## config.mk

```make
export PLATFORM = sky130hd
export DESIGN_NAME = bbr_lane
export DESIGN_NICKNAME = d
export VERILOG_FILES = /design/src/hw/rtl/assert_macros.svh /design/src/hw/rtl/bbr_pkg.sv /design/src/hw/rtl/bbr_lane.sv
export SDC_FILE = /design/constraint.sdc
export NUM_CORES = 1
export LEC_CHECK = 0
export BUFFER_PORTS_ARGS = -buffer_cell sky130_fd_sc_hd__buf_2
export CAP_MARGIN = 20
export CORE_AREA = 2 2 88 90
export DETAILED_ROUTE_END_ITERATION = 8
export DIE_AREA = 0 0 90 92
export GPL_ROUTABILITY_DRIVEN = 0
export GPL_TIMING_DRIVEN = 0
export PLACE_DENSITY = 0.81
export SLEW_MARGIN = 40
export SYNTH_ARGS = -nofsm -noshare
export SYNTH_HDL_FRONTEND = slang
export SYNTH_SLANG_ARGS = --single-unit
export TNS_END_PERCENT = 30
```

## constraint.sdc

```tcl
create_clock -name clk -period 6 [get_ports clk]
set_input_delay 0.6 -clock clk [delete_from_list [all_inputs] [get_ports clk]]
set_output_delay 0.6 -clock clk [all_outputs]
set_load 0.01 [all_outputs]
```

## src/hw/rtl/assert_macros.svh

```systemverilog
// Assertion macros shared by the blur RTL.
`ifndef ASSERT_MACROS_SVH
`define ASSERT_MACROS_SVH

// Whenever ante holds, cons must hold on the same edge.
`define ASSERT_IMPLIES(label, clk, rst_n, ante, cons, msg) \
  label: assert property (@(posedge clk) disable iff (!rst_n) (ante) |-> (cons)) \
    else $error(msg);

// Whenever ante holds, cons must hold on the following edge.
`define ASSERT_NEXT(label, clk, rst_n, ante, cons, msg) \
  label: assert property (@(posedge clk) disable iff (!rst_n) (ante) |=> (cons)) \
    else $error(msg);

// cond must never hold.
`define ASSERT_NEVER(label, clk, rst_n, cond, msg) \
  label: assert property (@(posedge clk) disable iff (!rst_n) !(cond)) \
    else $error(msg);

`endif

```

## src/hw/rtl/bbr_pkg.sv

```systemverilog
// Shared types and constants of the 3x3 RGB box blur.
package bbr_pkg;

  localparam int PIX_W      = 8;
  localparam int NUM_LANES  = 3;
  localparam int WIN_TAPS   = 9;
  localparam int COL_W      = 11;
  localparam int ROW_W      = 12;
  localparam int FW_W       = 12;
  localparam int FH_W       = 13;
  localparam int CFG_IDX_W  = 8;
  localparam int CFG_DATA_W = 13;
  localparam int SUM_W      = 12;

  // floor(s / 9) == (s * 3641) >> 15 for every s below 32768.
  localparam logic [SUM_W-1:0] RECIP_NINE  = 12'd3641;
  localparam int               RECIP_SHIFT = 15;

  localparam logic [FW_W-1:0] FW_RESET   = 12'd640;
  localparam logic [FH_W-1:0] FH_RESET   = 13'd480;
  localparam logic [FH_W-1:0] MIN_HEIGHT = 13'd3;
  localparam logic [FH_W-1:0] MAX_HEIGHT = 13'd4096;
  localparam int              MIN_WIDTH  = 3;

  localparam int FIFO_DEPTH = 8;
  localparam int FIFO_PTR_W = $clog2(FIFO_DEPTH);
  localparam int FIFO_CNT_W = FIFO_PTR_W + 1;

  localparam int LANE_RED   = 2;
  localparam int LANE_GREEN = 1;
  localparam int LANE_BLUE  = 0;

  typedef enum logic [CFG_IDX_W-1:0] {
    REG_FRAME_WIDTH  = 8'd0,
    REG_FRAME_HEIGHT = 8'd1
  } cfg_reg_t;

  typedef logic [PIX_W-1:0]       chan_t;
  typedef chan_t [NUM_LANES-1:0]  rgb_t;
  typedef chan_t [WIN_TAPS-1:0]   taps_t;
  typedef taps_t [NUM_LANES-1:0]  lane_taps_t;

  typedef struct packed {
    logic frame_start;
    rgb_t rgb;
  } pix_t;

  typedef struct packed {
    logic             vld;
    logic [COL_W-1:0] col;
    logic [ROW_W-1:0] row;
  } tag_t;

  typedef struct packed {
    logic [COL_W-1:0] col;
    logic [ROW_W-1:0] row;
    rgb_t             rgb;
  } result_t;

endpackage

```

## src/hw/rtl/bbr_lane.sv

```systemverilog
// One color lane: nine-tap sum, then divide by nine through a reciprocal multiply.
module bbr_lane (
  input  logic           clk,
  input  bbr_pkg::taps_t taps,
  output bbr_pkg::chan_t q
);

  localparam int SW = bbr_pkg::SUM_W;

  logic [SW-1:0]   sum, sum_r;
  logic [2*SW-1:0] prod;
  bbr_pkg::chan_t  q_r;

  always_comb begin
    sum = ((SW'(taps[0]) + SW'(taps[1])) + (SW'(taps[2]) + SW'(taps[3])))
        + ((SW'(taps[4]) + SW'(taps[5])) + (SW'(taps[6]) + SW'(taps[7])))
        + SW'(taps[8]);
    prod = (2*SW)'(sum_r) * (2*SW)'(bbr_pkg::RECIP_NINE);
  end

  always_ff @(posedge clk) begin
    sum_r <= sum;
    q_r   <= prod[bbr_pkg::RECIP_SHIFT +: bbr_pkg::PIX_W];
  end

  assign q = q_r;

endmodule

```

==> results of run 1 <==
## critical path, stage by stage, from the launching register on
cell and delay (ps):
sky130_fd_sc_hd__dfxtp_1 440, sky130_fd_sc_hd__inv_1 100, sky130_fd_sc_hd__fa_1 540, sky130_fd_sc_hd__inv_1 50, sky130_fd_sc_hd__ha_1 320, sky130_fd_sc_hd__inv_1 70, sky130_fd_sc_hd__fa_1 500, sky130_fd_sc_hd__inv_1 70
sky130_fd_sc_hd__fa_1 500, sky130_fd_sc_hd__inv_1 50, sky130_fd_sc_hd__fa_1 530, sky130_fd_sc_hd__inv_1 40, sky130_fd_sc_hd__ha_1 330, sky130_fd_sc_hd__a211o_1 330, sky130_fd_sc_hd__o211ai_2 140, sky130_fd_sc_hd__a21oi_1 80
sky130_fd_sc_hd__a311o_2 420, sky130_fd_sc_hd__a21oi_2 160, sky130_fd_sc_hd__xnor2_1 120
## kinds of logic after synthesis
kind of cell               after synthesis  synth area share, %
AOI/OAI and AO/OA                       45                 7.19
xor gates and xnor gates                17                 3.61
adders and majority gates              163                 64.5
buffers and inverters                  124                 11.3
DFF                                     20                 9.71
and+or+nand+nor                         33                 3.67
## path summary, 6_finish.rpt
path / endpoint / depth (start not counted)
worst min-delay path: sum_r[0] / 3
worst min register to register: q[7] / 3
worst max-delay path: q[2] / 18
worst max register to register: q[2] / 18
## per-layer routing
metal  routed length (um)  GRT usage (%)  vias to the layer above
met5                    0              0                        -
met3                  190           1.64                        5
met1                 2850           21.6                     1445
met2                 4090           36.1                       51
met4                   53           3.59                        0
li1                     -              -                     1411
## metrics by stage
stage	hold slack, ps	cell area (sq um)	utilization [%]	worst slack [ps]	cells
after floorplan	854	4130	-	1440	402
after global placement	946	4650	62.5	1230	584
after CTS	736	4720	63.4	1130	588
after detailed placement	956	4650	62.5	1200	584
after global routing	746	4720	63.4	855	588
final	735	4720	63.4	1150	588
## cell type report
| cell class | count | area [sq um] |
|---|---|---|
| clock inverter | 1 | 30.0 |
| clock buffer | 3 | 41.3 |
| buffer | 1 | 3.75 |
| fill | 620 | 2720 |
| multi-input combinational | 258 | 3260 |
| inverter | 123 | 462 |
| sequential | 20 | 400 |
| timing repair buffer | 80 | 400 |
| tap | 102 | 128 |
## flip-flops by register name, indices dropped and copies added (netlist names)
name	flops
sum_r	12
q	8
## cells in the mapped netlist, drive strengths merged
cell | instances | area share (%)
a21oi | 16 | 2.0
clkbuf | 1 | 0.091
nor2b | 3 | 0.46
fa | 83 | 40
a211o | 1 | 0.21
dfxtp | 20 | 9.7
a32oi | 1 | 0.21
nand3 | 1 | 0.12
nand4 | 4 | 0.61
ha | 80 | 24
nor3 | 3 | 0.36
a31oi | 1 | 0.15
inv | 123 | 11
and4 | 1 | 0.21
o41a | 1 | 0.27
o2111ai | 1 | 0.21
a21boi | 2 | 0.36
nor2 | 12 | 1.1
a211oi | 2 | 0.36
xnor2 | 13 | 2.8
nand2 | 9 | 0.82
o41ai | 1 | 0.21
o21a | 1 | 0.18
a311o | 1 | 0.27
xor2 | 4 | 0.85
o211ai | 3 | 0.67
a2111o | 1 | 0.27
a21o | 3 | 0.55
o21ai | 10 | 1.2
==> implementation parameters, run 1 <==
Parameter                              Value

Global route
  Maximum number of pins on one net before global-route repair    13
  Global-route wire length before repair    12400 um
  Total GRT Usage    18.3%
  Initial antenna violation count    0
  Overflow left after global routing    0
  Number of global-route vias before repair    3078

Outcome
  Run status    complete, no violations

Clocking
  Clock transition at path regs    around 70 ps
  Post-CTS Hold Fix Bufs    0
  Post-CTS setup buffer count    0
  Number of sinks on the clock net    20
  Number of buffers on the longest clock path    2
  Cell chosen for the clock root    sky130_fd_sc_hd__clkbuf_8
  Post-cts gate resize count    0
  Clock insertion delay at the later pin of the skew report    260 ps
  TritonCTS clock tree    yes
  H-tree levels    1
  Number of buffers added by the clock tree synthesis step    3

Logic synthesis
  Flop and latch count out of synthesis    20
  Count of different cell masters after synthesis    31
  Net count after synthesis    638
  Syn_area_per_cell    about 10 sq um
  Instance count of the mapped netlist    402
  Post-synthesis sequential area ratio    9.71%
  Warning count from the yosys run    0
  Netlist Area Pre-Place    a little over 0.004 sq mm

Layout
  Fraction of layout cells with a size suffix above 1    between 10% and 20%
  Leading cell type in the layout, fill and taps excluded    sky130_fd_sc_hd__inv_1
  Most used cells in the layout excluding fill and tap cells    sky130_fd_sc_hd__inv_1 (123), sky130_fd_sc_hd__fa_1 (83), sky130_fd_sc_hd__ha_1 (80), sky130_fd_sc_hd__buf_2 (80), sky130_fd_sc_hd__dfxtp_1 (20)
  Count of antenna diodes in the layout    0
  Layout Area Growth over Synthesis    14.5%
  Fin nets    723

Detailed routing
  Routed wirelength normalized by instance count    roughly 12 um
  First DRT Iteration DRCs    79
  Pre-Repair DR Iteration Count    4
  Detailed-route DRC error count    0
  Antenna Nets Post-Route    0
  Wire length reported by the detailed router    roughly 7000 um
  Vias per std cell    4.95
  Detailed-route via count    2912

Floorplanning
  Count of standard-cell rows    32
  Die Area    0.00828 sq mm
  Die Span Y    92 um
  Core area    0.00745 sq mm
  X dimension of the die    90 um
  # IOs    81
  Initial Util    55.4%

Timing
  Max-slew headroom    a little over three fifths
  Min Clock Period, post-route    4850 ps
  Setup violators final    0
  Worst setup skew after layout    1.36 ps
  Slew at the pin with the worst max-slew slack    550 ps
  Unrepaired setup endpoints after global routing    false
  Fmax    a little over 200 MHz
  Share of the clock period used by the worst path after layout    80.8%
  Final Max Slew Viols    0
  Final Hold Viols    0
  Summed negative setup slack over all endpoints    0 ps

Worst hold path
  Hold Crit Class    in2reg
  Source of the worst hold timing path    taps[64]

Run
  Number of violations of the max-capacitance limit    0

Setup path
  Worst Setup Path Type    reg2reg
  Startpoint of the lowest-slack register-to-register path    sum_r[3]
  Arr. time, crit path    5040 ps
  Launching element type of the critical path    flop
  Critical Path Fanout Max    4
  Required time of the worst setup path    6200 ps
  Flop-to-flop setup slack    1150 ps
  Category of the worst setup path capture point    flop
  CP Launch Point    sum_r[3]

Placed design
  HPWL after DPL    6570 um
  Number of port buffers    80
Power of run 1 is not shown: default switching activity piles up to over one toggle a cycle in this logic, so the estimate is an artifact.
==> inputs of run 2 (changes only) <==
clock period = 4.9 ns   (was 6 ns; I/O delays follow)
==> implementation parameters, run 2 (synthesis results as in run 1) <==
Parameter                              Value

Timing
  Final Hold Viols    0
  Unrepaired setup endpoints after global routing    false
  Fmax    213 MHz
  Min Clock Period, post-route    4690 ps
  Max-slew headroom    65.4%
  Final Hold Slack    624 ps
  Slew at the pin with the worst max-slew slack    512 ps
  Final Max Slew Viols    0
  Worst Setup Slack, final    207 ps
  Worst setup skew after layout    3.36 ps
  Summed negative setup slack over all endpoints    0 ps
  Setup violators final    0
  Share of the clock period used by the worst path after layout    95.8%

Global route
  Overflow left after global routing    0
  Number of global-route vias before repair    about 3100
  Maximum number of pins on one net before global-route repair    13
  Initial antenna violation count    0
  Global-route wire length before repair    12400 um
  Total GRT Usage    18.3%
  Grt met2 use    36.1%
  M3 GR Usage    1.64%
  Routing layer with the top usage in global route    met2
  Met1 global-route usage    21.6%

Layout
  Most used cells in the layout excluding fill and tap cells    sky130_fd_sc_hd__inv_1 (123), sky130_fd_sc_hd__fa_1 (83), sky130_fd_sc_hd__buf_2 (80)
  Layout Area Growth over Synthesis    15.0%
  Fin nets    a little over 700
  Leading cell type in the layout, fill and taps excluded    sky130_fd_sc_hd__inv_1
  Register with the highest flop count    sum_r
  Final standard cell count with taps included and fillers excluded    588
  Count of antenna diodes in the layout    0
  Fraction of layout cells with a size suffix above 1    18.5%
  Number of fillers in the final layout    618
  Max reg flops    12

Clocking
  Number of sinks on the clock net    20
  Number of buffers on the longest clock path    2
  H-tree levels    1
  TritonCTS clock tree    yes
  Clock insertion delay at the later pin of the skew report    260 ps
  Post-CTS setup buffer count    0
  Post-CTS Hold Fix Bufs    0
  Cell chosen for the clock root    sky130_fd_sc_hd__clkbuf_8
  Clock transition at path regs    80 ps
  Number of buffers added by the clock tree synthesis step    3

Placed design
  HPWL after DPL    6570 um
  Placed Instances    584
  Number of port buffers    80
  Pre-CTS setup slack    around 98 ps

Detailed routing
  Detailed-route DRC error count    0
  Wire length reported by the detailed router    7210 um
  Antenna Nets Post-Route    0
  Vias per std cell    about 5
  Pre-Repair DR Iteration Count    4
  First DRT Iteration DRCs    42
  Routed wirelength normalized by instance count    12.3 um
  Detailed-route via count    2901

Setup path
  Worst Setup Path Type    reg2reg
  Critical Path Fanout Max    4
  Required time of the worst setup path    5090 ps
  Arr. time, crit path    4890 ps
  Category of the worst setup path capture point    flop
  Launching element type of the critical path    flop

Floorplanning
  X dimension of the die    90 um
  # IOs    just over 80
  Die Area    about 0.0083 sq mm
  Die Span Y    92 um
  Core area    0.00745 sq mm
  Count of standard-cell rows    32
  Initial Util    55.4%

Outcome
  Run status    complete, no violations

Worst hold path
  Hold Crit Class    in2reg

Run
  Number of violations of the max-capacitance limit    0
-- run 2: cell counts in the layout (fill, tap and decap cells not counted) --
No cell type changed its count.
-- run 2: metrics by stage --
step                      area [sq um]  utilization (%)
after floorplan                   4130                -
after global placement            4650             62.5
after detailed placement          4650             62.5
after CTS                         4720             63.4
after global routing              4740             63.7
final                             4740             63.7
-- run 2: worst max-delay path: stages (launching register included) --
cell	delay (ps)
sky130_fd_sc_hd__dfxtp_4	380
sky130_fd_sc_hd__inv_1	60
sky130_fd_sc_hd__fa_1	540
sky130_fd_sc_hd__inv_1	80
sky130_fd_sc_hd__ha_4	280
sky130_fd_sc_hd__inv_1	50
sky130_fd_sc_hd__fa_1	500
sky130_fd_sc_hd__inv_1	70
sky130_fd_sc_hd__fa_1	500
sky130_fd_sc_hd__inv_1	50
sky130_fd_sc_hd__fa_1	530
sky130_fd_sc_hd__inv_1	40
sky130_fd_sc_hd__ha_1	330
sky130_fd_sc_hd__a211o_1	300
sky130_fd_sc_hd__o211ai_2	140
sky130_fd_sc_hd__a21oi_1	70
sky130_fd_sc_hd__a311o_2	440
sky130_fd_sc_hd__a21oi_2	160
sky130_fd_sc_hd__xnor2_1	120
-- run 2: area by class of cell --
class	count	area, sq um	area share (%)
clock buffers	3	41.3	0.871
clock inverters	1	30.0	0.633
flip-flops and latches	20	405	8.55
multi-input cells	258	3270	69.0
plain buffers	1	3.75	0.0792
repair buffers	80	400	8.44
well taps	102	128	2.69
inverters	123	462	9.74
-- run 2: routing by layer --
metal,vias to the layer above,part of all wire [%]
met5,-,0
li1,1411,-
met4,0,0.73
met3,5,2.5
met2,47,57
met1,1438,40
-- run 2: worst paths after layout --
kind	from	end	slack, ps	cells past startpoint
worst max-delay path	sum_r[3]	q[2]	210	18
worst min-delay path	taps[64]	sum_r[0]	620	3
worst max register to register	sum_r[3]	q[2]	210	18
worst min register to register	sum_r[11]	q[7]	990	3
-- run 2: repair_timing --
item / in CTS / in global routing
setup endpoints to repair: 0 / 5
hold endpoints to repair: 0 / 0
resized for setup: 0 / 5
Power of run 2 is left out for the same reason.
