## src/hw/rtl/assert_macros.svh

```systemverilog
// Assertion macros shared by the blur RTL.
`ifndef ASSERT_MACROS_SVH
`define ASSERT_MACROS_SVH

// Whenever ante holds, cons must hold on the same edge.
`define ASSERT_IMPLIES(label, clk, rst_n, ante, cons, msg) \
  label: assert property (@(posedge clk) disable iff (!rst_n) (ante) |-> (cons)) \
    else $error(msg);

// Whenever ante holds, cons must hold on the following edge.
`define ASSERT_NEXT(label, clk, rst_n, ante, cons, msg) \
  label: assert property (@(posedge clk) disable iff (!rst_n) (ante) |=> (cons)) \
    else $error(msg);

// cond must never hold.
`define ASSERT_NEVER(label, clk, rst_n, cond, msg) \
  label: assert property (@(posedge clk) disable iff (!rst_n) !(cond)) \
    else $error(msg);

`endif

```

## src/hw/rtl/bbr_pkg.sv

```systemverilog
// Shared types and constants of the 3x3 RGB box blur.
package bbr_pkg;

  localparam int PIX_W      = 8;
  localparam int NUM_LANES  = 3;
  localparam int WIN_TAPS   = 9;
  localparam int COL_W      = 11;
  localparam int ROW_W      = 12;
  localparam int FW_W       = 12;
  localparam int FH_W       = 13;
  localparam int CFG_IDX_W  = 8;
  localparam int CFG_DATA_W = 13;
  localparam int SUM_W      = 12;

  // floor(s / 9) == (s * 3641) >> 15 for every s below 32768.
  localparam logic [SUM_W-1:0] RECIP_NINE  = 12'd3641;
  localparam int               RECIP_SHIFT = 15;

  localparam logic [FW_W-1:0] FW_RESET   = 12'd640;
  localparam logic [FH_W-1:0] FH_RESET   = 13'd480;
  localparam logic [FH_W-1:0] MIN_HEIGHT = 13'd3;
  localparam logic [FH_W-1:0] MAX_HEIGHT = 13'd4096;
  localparam int              MIN_WIDTH  = 3;

  localparam int FIFO_DEPTH = 8;
  localparam int FIFO_PTR_W = $clog2(FIFO_DEPTH);
  localparam int FIFO_CNT_W = FIFO_PTR_W + 1;

  localparam int LANE_RED   = 2;
  localparam int LANE_GREEN = 1;
  localparam int LANE_BLUE  = 0;

  typedef enum logic [CFG_IDX_W-1:0] {
    REG_FRAME_WIDTH  = 8'd0,
    REG_FRAME_HEIGHT = 8'd1
  } cfg_reg_t;

  typedef logic [PIX_W-1:0]       chan_t;
  typedef chan_t [NUM_LANES-1:0]  rgb_t;
  typedef chan_t [WIN_TAPS-1:0]   taps_t;
  typedef taps_t [NUM_LANES-1:0]  lane_taps_t;

  typedef struct packed {
    logic frame_start;
    rgb_t rgb;
  } pix_t;

  typedef struct packed {
    logic             vld;
    logic [COL_W-1:0] col;
    logic [ROW_W-1:0] row;
  } tag_t;

  typedef struct packed {
    logic [COL_W-1:0] col;
    logic [ROW_W-1:0] row;
    rgb_t             rgb;
  } result_t;

endpackage

```

## src/hw/rtl/bbr_res_if.sv

```systemverilog
// Filtered pixel result channel.
interface bbr_res_if;
  logic                        valid;
  logic                        ready;
  logic [bbr_pkg::COL_W-1:0]   out_col;
  logic [bbr_pkg::ROW_W-1:0]   out_row;
  bbr_pkg::chan_t              out_red;
  bbr_pkg::chan_t              out_green;
  bbr_pkg::chan_t              out_blue;

  modport source (output valid, out_col, out_row, out_red, out_green, out_blue, input ready);
  modport sink   (input valid, out_col, out_row, out_red, out_green, out_blue, output ready);
endinterface

```

## src/hw/rtl/bbr_merge.sv

```systemverilog
// Joins the lane quotients with their coordinates and buffers result beats.
`include "assert_macros.svh"

module bbr_merge (
  input  logic              clk,
  input  logic              rst_n,
  input  bbr_pkg::tag_t     tag_in,
  input  bbr_pkg::rgb_t     lane_q,
  output logic              room,
  bbr_res_if.source         out_ch
);

  localparam int PW = bbr_pkg::FIFO_PTR_W;
  localparam int CW = bbr_pkg::FIFO_CNT_W;
  localparam logic [CW-1:0] DEPTH_C = CW'(bbr_pkg::FIFO_DEPTH);

  bbr_pkg::tag_t    tag_d1_r, tag_d2_r;
  bbr_pkg::result_t fifo_r [bbr_pkg::FIFO_DEPTH];
  bbr_pkg::result_t head;
  logic [PW-1:0]    wr_ptr_r, rd_ptr_r;
  logic [CW-1:0]    cnt_r, cnt_nxt, occupied;
  logic             push, pop;

  // The tag follows the two register stages of the lanes.
  always_ff @(posedge clk) begin
    if (!rst_n) begin
      tag_d1_r.vld <= 1'b0;
      tag_d2_r.vld <= 1'b0;
    end else begin
      tag_d1_r.vld <= tag_in.vld;
      tag_d2_r.vld <= tag_d1_r.vld;
    end
    tag_d1_r.col <= tag_in.col;
    tag_d1_r.row <= tag_in.row;
    tag_d2_r.col <= tag_d1_r.col;
    tag_d2_r.row <= tag_d1_r.row;
  end

  assign push = tag_d2_r.vld;
  assign pop  = out_ch.valid && out_ch.ready;

  always_comb begin
    cnt_nxt = cnt_r;
    if (push && !pop) begin
      cnt_nxt = cnt_r + CW'(1);
    end else if (pop && !push) begin
      cnt_nxt = cnt_r - CW'(1);
    end
    occupied = cnt_r + CW'(tag_in.vld) + CW'(tag_d1_r.vld) + CW'(tag_d2_r.vld);
  end

  always_ff @(posedge clk) begin
    if (!rst_n) begin
      wr_ptr_r <= '0;
      rd_ptr_r <= '0;
      cnt_r    <= '0;
    end else begin
      if (push) begin
        wr_ptr_r <= wr_ptr_r + PW'(1);
      end
      if (pop) begin
        rd_ptr_r <= rd_ptr_r + PW'(1);
      end
      cnt_r <= cnt_nxt;
    end
  end

  always_ff @(posedge clk) begin
    if (push) begin
      fifo_r[wr_ptr_r] <= '{col: tag_d2_r.col, row: tag_d2_r.row, rgb: lane_q};
    end
  end

  assign head  = fifo_r[rd_ptr_r];
  assign room  = occupied < DEPTH_C;

  assign out_ch.valid     = cnt_r != '0;
  assign out_ch.out_col   = head.col;
  assign out_ch.out_row   = head.row;
  assign out_ch.out_red   = head.rgb[bbr_pkg::LANE_RED];
  assign out_ch.out_green = head.rgb[bbr_pkg::LANE_GREEN];
  assign out_ch.out_blue  = head.rgb[bbr_pkg::LANE_BLUE];

  `ASSERT_NEVER(a_no_overflow, clk, rst_n, push && !pop && (cnt_r == DEPTH_C), "buffer overflow")
  `ASSERT_IMPLIES(a_credit, clk, rst_n, 1'b1, occupied <= DEPTH_C, "in-flight beats exceed buffer")
  `ASSERT_NEXT(a_pop_count, clk, rst_n, pop && !push, cnt_r == $past(cnt_r) - CW'(1), "bad count")

endmodule

```

## src/flat_wrapper.sv

```systemverilog
// flat-port wrapper written by rule: the top's interface ports become plain ports
module bbr_merge_flat 
  (clk, rst_n, tag_in, lane_q, room, out_ch_valid, out_ch_out_col, out_ch_out_row, out_ch_out_red, out_ch_out_green, out_ch_out_blue, out_ch_ready);
  bbr_res_if out_ch_i ();
  input  logic clk;
  input  logic rst_n;
  input  bbr_pkg::tag_t tag_in;
  input  bbr_pkg::rgb_t lane_q;
  output logic room;
  output wire logic [$bits(out_ch_i.valid)-1:0] out_ch_valid;
  output wire logic [$bits(out_ch_i.out_col)-1:0] out_ch_out_col;
  output wire logic [$bits(out_ch_i.out_row)-1:0] out_ch_out_row;
  output wire logic [$bits(out_ch_i.out_red)-1:0] out_ch_out_red;
  output wire logic [$bits(out_ch_i.out_green)-1:0] out_ch_out_green;
  output wire logic [$bits(out_ch_i.out_blue)-1:0] out_ch_out_blue;
  input wire logic [$bits(out_ch_i.ready)-1:0] out_ch_ready;
  assign out_ch_valid = out_ch_i.valid;
  assign out_ch_out_col = out_ch_i.out_col;
  assign out_ch_out_row = out_ch_i.out_row;
  assign out_ch_out_red = out_ch_i.out_red;
  assign out_ch_out_green = out_ch_i.out_green;
  assign out_ch_out_blue = out_ch_i.out_blue;
  assign out_ch_i.ready = out_ch_ready;
  bbr_merge u_core (.clk(clk), .rst_n(rst_n), .tag_in(tag_in), .lane_q(lane_q), .room(room), .out_ch(out_ch_i));
endmodule
```

## config.mk

```make
export PLATFORM = sky130hd
export DESIGN_NAME = bbr_merge_flat
export DESIGN_NICKNAME = d
export VERILOG_FILES = /design/src/hw/rtl/bbr_pkg.sv /design/src/hw/rtl/bbr_res_if.sv /design/src/hw/rtl/bbr_merge.sv /design/src/flat_wrapper.sv
export VERILOG_INCLUDE_DIRS = /design/src /design/src/hw/rtl
export SDC_FILE = /design/constraint.sdc
export NUM_CORES = 1
export LEC_CHECK = 0
export ABC_CLOCK_PERIOD_IN_PS = 6040
export BUFFER_PORTS_ARGS = -buffer_cell sky130_fd_sc_hd__clkbuf_2
export CORE_MARGIN = 5
export CORE_UTILIZATION = 35
export CTS_CLUSTER_DIAMETER = 60
export DETAILED_ROUTE_END_ITERATION = 7
export PLACE_DENSITY = 0.47
export SETUP_SLACK_MARGIN = 0.1
export SYNTH_ARGS = -nofsm -noshare
export SYNTH_HDL_FRONTEND = slang
export SYNTH_SLANG_ARGS = --single-unit
```

## constraint.sdc

```tcl
create_clock -name clk -period 6.04 [get_ports clk]
set_input_delay 1.208 -clock clk [delete_from_list [all_inputs] [get_ports clk]]
set_output_delay 1.208 -clock clk [all_outputs]
set_load 0.02 [all_outputs]
```

==> results of run 1 <==
worst paths after layout:
| kind | start | to | slack [ns] |
|---|---|---|---|
| max | register | out_ch_out_row[7] | 1.68 |
| min | u_core.tag_d1_r[1]$_DFF_P_ | u_core.tag_d2_r[1]$_DFF_P_ | 0.32 |
| max reg2reg | u_core.push$_SDFF_PN0_ | u_core.fifo_r[6][29]$_DFFE_PP_ | 3.36 |
| min reg2reg | u_core.tag_d1_r[1]$_DFF_P_ | u_core.tag_d2_r[1]$_DFF_P_ | 0.32 |
sequential cells by signal (all words and copies together), names as in the netlist, named ones only:
signal,flops
u_core.wr_ptr_r,3
u_core.tag_d2_r,23
u_core.cnt_r,4
u_core.rd_ptr_r,3
u_core.fifo_r,376
u_core.push,1
u_core.tag_d1_r,24
metrics by stage:
step | setup slack (ns) | cells
floorplan | 1.74 | 667
global placement | 2.05 | 1344
detailed placement | 2.07 | 1344
CTS | 1.50 | 1431
global route | 1.37 | 1431
finish | 1.68 | 1431
kinds of logic (layout without fill, tap and decap cells):
family,count (synthesis),after routing,share of synthesized area
AO/OA/AOI/OAI,7,7,0.00278
XOR/XNOR,6,6,0.00333
adder cells (fa/ha/maj),8,8,0.00730
buffers and inverters,29,201,0.0110
flip-flops,437,437,0.794
multiplexers,144,144,0.170
AND/OR/NAND/NOR,36,36,0.0118
where the power goes:
part / internal (µW) / switching (µW)
clock network: 1630 / 1100
registers: 3320 / 114
logic: 499 / 455
synthesized netlist by cell type (all sizes together):
cell type / n / area [µm²]
mux4: 94 / 2120
fa: 2 / 40.0
edfxtp: 376 / 11300
a21oi: 1 / 5.00
nor2b: 2 / 12.5
and2: 8 / 50.1
mux2i: 3 / 30.0
xor2: 1 / 8.76
a31oi: 1 / 6.26
clkbuf: 7 / 26.3
nand3: 3 / 15.0
mux2: 47 / 529
a211oi: 1 / 7.51
o21ai: 2 / 10.0
nand2: 7 / 26.3
nor2: 7 / 26.3
xnor2: 5 / 43.8
or4: 1 / 7.51
buf: 21 / 144
nand2b: 5 / 31.3
ha: 6 / 75.1
a21boi: 2 / 15.0
and3: 1 / 6.26
nor3: 2 / 10.0
inv: 1 / 3.75
dfxtp: 61 / 1220
layout by cell type, fill, tap and decap left out, types with 2 or more instances in the layout:
cell type and n:
nor2_4 6, dfxtp_4 3, nand3_1 3, mux4_2 94
mux2i_1 3, buf_4 13, clkinv_2 7, ha_1 6
dfxtp_1 58, and2_1 8, edfxtp_1 376, clkbuf_8 6
a21boi_0 2, fa_1 2, o21ai_0 2, clkinv_1 2
clkbuf_2 99, nand2b_1 5, bufinv_16 2, nand2_1 7
clkbuf_16 48, nor3_2 2, clkbuf_1 17, mux2_2 47
inv_6 3, nor2b_1 2, xnor2_1 5
final cells by class:
type | instances | area share
Timing Repair Buffer | 113 | 0.0331
Clock buffer | 71 | 0.0728
Multi-Input combinational cell | 201 | 0.169
Inverter | 1 | 0.000203
Tap cell | 592 | 0.0400
Sequential cell | 437 | 0.677
Clock inverter | 16 | 0.00831
routing by layer:
metal,wire (µm),vias to the layer above,GRT usage,part of all wire
met5,0,-,0,0
met1,14400,3691,0.178,0.45
met3,1270,48,0.0300,0.039
met4,612,0,0.0338,0.019
met2,16000,144,0.216,0.50
li1,-,3049,-,-
==> results.tsv, run 1 <==
metric	value	unit
outcome	finished clean	
DP Area	17000	µm²
fin util	0.417	
TNS Setup	0	ns
max cap viols	0	
type of origin of the critical path	register	
Ports	100	
Data required, critical path	4.83	ns
# fillers	3867	
CTS Buf Count	48	
f_max	229	MHz
post-synth net total	726	
total grt overflow	0	
CTS tree	yes	
Synth Instances	667	
CP max stage delay	1.03	ns
Synth Register Bits	437	
Multi-input gate area	3130	µm²
Yosys Warn Count	0	
RSZ-0062 raised after global routing	no	
drt pass-1 iters	5	
largest net degree at the start of global routing	55	
worst slew pin tran	1.17	ns
DRC errors left	0	
Tot GR Track Use	0.131	
vias in the first global route	7689	
Max FO, Critical Path	46	
critical path type	reg2out	
Core Box Area	44400	µm²
Synth cell types	28	
Netlist Area Pre-Place	15800	µm²
Final ANT Viol Nets	0	
first-pass GRT wire length	48500	µm
num rows	77	
clk_skew	0.0184	ns
WHS Path Cells	0	
Hold Violations, Final	0	
WP buf/inv	2	
finished layout cell area	18500	µm²
CP Data Arrival Time	3.16	ns
Power Dens Cells	385	nW/µm²
Final Slew Violations	0	
initial antenna violation count	0	
VDD IR-drop max	184	µV
# resized after CTS	0	
cell depth of the worst setup path	4	
DR iter-0 viols	363	
clk_lat worst skew	0.57	ns
final setup violating endpoints	0	
clock-pin transition on the worst setup and hold timing paths	0.06	ns
# diodes	0	
period utilization	0.723	
postcts setup bufs	0	
Routed WL per cell	22.5	µm
Hold WS	0.322	ns
initial core utilization	0.355	
final period demand of the worst path	4.36	ns
cell at the slowest stage of the critical path	dfxtp_4	
register area share after synthesis	0.794	
Vias	6932	
Syn Area/Cell	23.6	µm²
register area	12500	µm²
CTS sink cnt	437	
nets@finish	861	
endpoint type of the worst setup path	output port	
Total Power	7120	µW
Die ar.	49400	µm²
leak pwr	0.00597	µW
relative slew slack	0.221	
drt via density	4.84	
hold crit path type	reg2reg	
IO buf count	99	
layout cells sized above 1	0.397	
Final HPWL DP	16800	µm
Top Family by Delay on Critical Path	flip-flops	
H-Tree Depth	2	
cells along the critical path	buf_4, mux4_2, mux2_2, clkbuf_2	
CTS Hold Buffers Added	0	
Reg2Reg Depth	3	
maximum clock insertion buffer count	3	
Final GP Congestion	0.689	
root buffer cell	clkbuf_16	
Syn-to-layout area delta	17.5	%
DIE WIDTH	222	µm
Die H	222	µm
WL final	32200	µm
Power figures use the tool's default switching activity.
==> run 2: changes to the inputs <==
- ABC_CLOCK_PERIOD_IN_PS: 6040 -> 3550
- PLACE_DENSITY: 0.47 -> 0.49
- clock period: 6.04 -> 3.55 ns (I/O delays scaled with it)
==> run 2 against run 1 <==
Effect of this change: worst hold slack worse by 0.068 ns; combinational power is 79% higher; flip-flop and latch count unchanged; first-iteration DRC count is 21% higher; utilization increased by 0.64 points; via count decreased by 1.6%; largest cell class unchanged; highest routed layer is now met5.
==> results.tsv, run 2 (synthesis results as in run 1) <==
metric	value	unit	change
leading cell type in the layout, fill and taps excluded	edfxtp_1		unchanged
top flop regs	u_core.fifo_r (376), u_core.tag_d1_r (24), u_core.tag_d2_r (23)		unchanged
most frequent cells in the layout	376 x edfxtp_1, 99 x clkbuf_2, 94 x mux4_2		unchanged
RSZ-0062 raised after global routing	no		unchanged
WP buf/inv	2		unchanged
Top Family by Delay on Critical Path	multiplexers		was flip-flops
first-pass GRT wire length	48900	µm	was 48,500 µm
Hold WS	0.255	ns	was 0.322 ns
cells along the critical path	buf_4, mux4_2, mux2_2, clkbuf_2		unchanged
total grt overflow	0		unchanged
clock-pin transition on the worst setup and hold timing paths	0.06	ns	about the same
layout cells sized above 1	0.408		was 0.397
DP Area	17200	µm²	was 17,000 µm²
type of origin of the critical path	register		unchanged
initial antenna violation count	1		was 0
reg2reg end	u_core.cnt_r[3]$_SDFFE_PN0P_		was u_core.fifo_r[6][29]$_DFFE_PP_
final setup violating endpoints	0		unchanged
critical path type	reg2out		unchanged
Die ar.	49400	µm²	unchanged
Vias	6822		was 6,932
WHS Path Cells	1		was 0
DR iter-0 viols	438		was 363
Final ANT Viol Nets	0		unchanged
CP max stage delay	0.58	ns	was 1.03 ns
CTS Hold Buffers Added	0		unchanged
worst slew pin tran	0.678	ns	was 1.17 ns
largest net degree at the start of global routing	37		was 55
num rows	77		unchanged
DRC errors left	0		unchanged
Routed WL per cell	22.4	µm	was 22.5 µm
flop-to-flop setup slack	0.98	ns	was 3.36 ns
leak pwr	0.00607	µW	was 0.00597 µW
DIE WIDTH	222	µm	unchanged
hold crit path type	in2reg		was reg2reg
CP Data Arrival Time	2.52	ns	was 3.16 ns
postcts setup bufs	0		unchanged
clk_skew	0.00999	ns	was 0.0184 ns
finished layout cell area	18800	µm²	was 18,500 µm²
Reg2Reg Depth	9		was 3
Final Slew Violations	0		unchanged
TNS Setup	0	ns	unchanged
# resized after CTS	0		unchanged
relative slew slack	0.547		was 0.221
CTS sink cnt	437		unchanged
clk_lat worst skew	0.56	ns	was 0.57 ns
Ports	100		unchanged
Reg-to-Reg Start	u_core.cnt_r[0]$_SDFFE_PN0P_		was u_core.push$_SDFF_PN0_
VDD IR-drop max	302	µV	was 184 µV
Tot GR Track Use	0.131		about the same
period utilization	0.909		
Hold Violations, Final	0		unchanged
H-Tree Depth	2		unchanged
initial core utilization	0.355		unchanged
nets@finish	867		was 861
CTS Buf Count	47		was 48
maximum clock insertion buffer count	3		unchanged
drt pass-1 iters	4		was 5
max cap viols	0		unchanged
outcome	finished clean		unchanged
drt via density	4.75		was 4.84
root buffer cell	clkbuf_16		unchanged
IO buf count	99		unchanged
Total Power	12500	µW	was 7120 µW
cell at the slowest stage of the critical path	dfxtp_4		unchanged
# diodes	0		unchanged
WL final	32100	µm	was 32,200 µm
worst hold start	tag_in[15]		was u_core.tag_d1_r[1]$_DFF_P_
Max FO, Critical Path	16		was 46
Final HPWL DP	18200	µm	was 16,800 µm
CTS tree	yes		unchanged
vias in the first global route	7756		was 7,689
Final GP Congestion	0.700		was 0.689
Power Dens Cells	663	nW/µm²	was 385 nW/µm²
Most flops, register	u_core.fifo_r		unchanged
fin util	0.423		was 0.417
Core Box Area	44400	µm²	unchanged
Syn-to-layout area delta	19.3	%	was 17.5%
Die H	222	µm	unchanged
Hold EP	u_core.tag_d1_r[15]$_DFF_P_		was u_core.tag_d2_r[1]$_DFF_P_
f_max	310	MHz	
flip-flop count of the largest register after layout	376		unchanged
Data required, critical path	2.84	ns	was 4.83 ns
final period demand of the worst path	3.23	ns	
endpoint type of the worst setup path	output port		unchanged
[run 2: cell types whose count changed in the layout (fill, tap and decap cells not counted), sizes merged]
cell	change
inv	-2
clkinvlp	+3
buf	+7
bufinv	+5
clkbuf	-14
clkinv	+7
[run 2: final cells by class]
type / instances / area [µm²]
fillers: 3832 / 25600
flip-flops and latches: 437 / 12500
multi-input cells: 201 / 3140
clock buffers: 57 / 1270
repair buffers: 120 / 791
well taps: 592 / 741
clock inverters: 29 / 328
inverters: 1 / 3.75
[run 2: how the worst max path moves through the flow]
stage	start	end	slack, ns	cells past startpoint
final	register	out_ch_out_blue[5]	0.32	4
after global routing	register	out_ch_out_blue[5]	0.16	4
after CTS	register	out_ch_out_blue[5]	0.23	4
after detailed placement	tag_in[23]	room	0.60	7
after global placement	tag_in[23]	room	0.58	7
after floorplan	u_core.push$_SDFF_PN0_	u_core.fifo_r[4][0]$_DFFE_PP_	0.51	2
[run 2: per-layer routing]
metal  vias to the layer above  share of wire  wire [µm]  global-route usage
met5                         -        0.00040         13                   0
met4                         2          0.017        561              0.0366
met3                        47          0.052       1680              0.0341
met2                       146           0.50      16200               0.224
met1                      3579           0.43      13700               0.167
li1                       3048              -          -                   -
[run 2: through the flow]
stage          std cells  setup WS (ns)
6_report            1437          0.325
5_1_grt             1437          0.157
4_1_cts             1437          0.230
3_5_place_dp        1351          0.602
3_3_place_gp        1351          0.578
2_1_floorplan        667          0.505
[run 2: power breakdown]
group	total (µW)	switching [µW]	internal [µW]
combinational	1710	835	877
clock	4960	1910	3050
sequential	5790	137	5660
total	12500	2880	9580
==> run 3: changes to the inputs <==
- CORE_ASPECT_RATIO: unset -> 0.7
- CORE_UTILIZATION: 35 -> 54
- PLACE_DENSITY: 0.49 -> 0.71
==> run 3 against run 2 <==
Effect of this change: final cell count fell by 16%; via count increased by 1.5%; flip-flop and latch count stayed put; die area is 34% lower; global-route usage is 4.7 points higher; setup slack better by 0.084 ns; combinational power hardly changed; clock skew up 0.0088 ns; fmax up 2.7%; non-clock buffer count is the same; critical path type unchanged.
==> results.tsv, run 3 (synthesis results as in run 1) <==
metric	value	unit	change
outcome	finished clean		unchanged
Syn-to-layout area delta	15.3	%	was 19.3%
IO buf count	99		unchanged
WHS Path Cells	1		unchanged
CTS Buf Count	40		was 47
layout cells sized above 1	0.395		was 0.408
relative slew slack	0.492		was 0.547
DP Area	16900	µm²	was 17,200 µm²
Routed WL per cell	24.1	µm	was 22.4 µm
placed insts	1137		was 1,351
DIE WIDTH	214	µm	was 222 µm
Final ANT Viol Nets	0		unchanged
top flop regs	u_core.fifo_r (376), u_core.tag_d1_r (24), u_core.tag_d2_r (23)		unchanged
most frequent cells in the layout	376 x edfxtp_1, 99 x clkbuf_2, 94 x mux4_2		unchanged
Core Box Area	28800	µm²	was 44,400 µm²
Hold EP	u_core.tag_d1_r[17]$_DFF_P_		was u_core.tag_d1_r[15]$_DFF_P_
initial core utilization	0.547		was 0.355
H-Tree Depth	2		unchanged
leak pwr	0.00591	µW	was 0.00607 µW
CTS sink cnt	437		unchanged
DRC errors left	0		unchanged
Reg-to-Reg Start	u_core.cnt_r[0]$_SDFFE_PN0P_		unchanged
Die ar.	32800	µm²	was 49,400 µm²
maximum clock insertion buffer count	3		unchanged
flip-flop count of the largest register after layout	376		unchanged
Reg2Reg Depth	9		unchanged
largest net degree at the start of global routing	51		was 37
CTS tree	yes		unchanged
max cap viols	0		unchanged
Final HPWL DP	16200	µm	was 18,200 µm
clock-pin transition on the worst setup and hold timing paths	0.06	ns	about the same
finished layout cell area	18200	µm²	was 18,800 µm²
first-pass GRT wire length	44800	µm	was 48,900 µm
Tot GR Track Use	0.178		was 0.131
CP Data Arrival Time	2.43	ns	was 2.52 ns
DR iter-0 viols	644		was 438
Vias	6922		was 6,822
Final GP Congestion	0.704		was 0.700
worst slew pin tran	0.761	ns	was 0.678 ns
postcts setup bufs	0		unchanged
endpoint type of the worst setup path	output port		unchanged
drt pass-1 iters	5		was 4
Ports	100		unchanged
final period demand of the worst path	3.14	ns	was 3.23 ns
# resized after CTS	0		unchanged
f_max	318	MHz	was 310 MHz
total grt overflow	0		unchanged
Most flops, register	u_core.fifo_r		unchanged
clk_lat worst skew	0.53	ns	was 0.56 ns
# fillers	1948		was 3,832
leading cell type in the layout, fill and taps excluded	edfxtp_1		unchanged
vias in the first global route	7393		was 7,756
flop-to-flop setup slack	1.00	ns	was 0.98 ns
type of origin of the critical path	register		unchanged
Die H	153	µm	was 222 µm
critical path type	reg2out		unchanged
VDD IR-drop max	449	µV	was 302 µV
initial antenna violation count	2		was 1
Max FO, Critical Path	50		was 16
RSZ-0062 raised after global routing	no		unchanged
drt via density	5.73		was 4.75
hold crit path type	in2reg		unchanged
nets@finish	860		was 867
reg2reg end	u_core.cnt_r[3]$_SDFFE_PN0P_		unchanged
non-filler cells, final	1209		was 1,437
Data required, critical path	2.84	ns	about the same
Final Slew Violations	0		unchanged
TNS Setup	0	ns	unchanged
root buffer cell	clkbuf_16		unchanged
period utilization	0.885		was 0.909
num rows	52		was 77
clk_skew	0.0188	ns	was 0.00999 ns
CTS Hold Buffers Added	0		unchanged
Hold Violations, Final	0		unchanged
worst hold start	tag_in[17]		was tag_in[15]
Power Dens Cells	646	nW/µm²	was 663 nW/µm²
# diodes	0		unchanged
WL final	29200	µm	was 32,100 µm
final setup violating endpoints	0		unchanged
[run 3: power breakdown]
part / internal (µW) / switching, µW
Sequential: 5650 / 102
Combinational: 858 / 847
Clock: 2540 / 1730
Total: 9050 / 2680
[run 3: metrics by stage]
stage | hold WS (ns) | total power (µW) | setup slack [ns] | util
3_5_place_dp | 0.312 | 7600 | 0.619 | 0.585
3_3_place_gp | 0.311 | 7530 | 0.606 | 0.585
6_report | 0.279 | 11700 | 0.409 | 0.630
5_1_grt | 0.255 | 12200 | 0.299 | 0.630
2_1_floorplan | 0.310 | 7170 | 0.505 | -
4_1_cts | 0.248 | 11900 | 0.364 | 0.630
[run 3: area by class of cell]
| type | count | area [µm²] | share of cell area |
|---|---|---|---|
| inverter | 1 | 3.75 | 0.000207 |
| sequential | 437 | 12500 | 0.689 |
| clock buffer | 65 | 1210 | 0.0664 |
| multi-input combinational | 201 | 3140 | 0.173 |
| tap | 378 | 473 | 0.0260 |
| timing repair buffer | 120 | 716 | 0.0394 |
| clock inverter | 7 | 111 | 0.00613 |
[run 3: critical path: stages (launching register included)]
cell      delay [ns]
dfxtp_4         0.68
buf_12          0.35
mux4_2          0.38
mux2_2          0.30
clkbuf_2        0.16
[run 3: routing by layer]
metal  track usage  vias to the layer above  share of wire
met5             0                        -        0.00075
met4        0.0389                        4          0.017
met3        0.0391                       43          0.051
met2         0.300                      178           0.51
met1         0.245                     3672           0.43
li1              -                     3025              -
[run 3: worst max path at each step]
stage | cells after the start | slack [ns] | to | from
after global placement | 7 | 0.61 | room | tag_in[23]
after CTS | 4 | 0.36 | out_ch_out_green[5] | register
after global routing | 4 | 0.30 | out_ch_out_green[5] | register
after floorplan | 2 | 0.51 | u_core.fifo_r[4][0]$_DFFE_PP_ | u_core.push$_SDFF_PN0_
after detailed placement | 7 | 0.62 | room | tag_in[23]
final | 4 | 0.41 | out_ch_out_green[5] | register
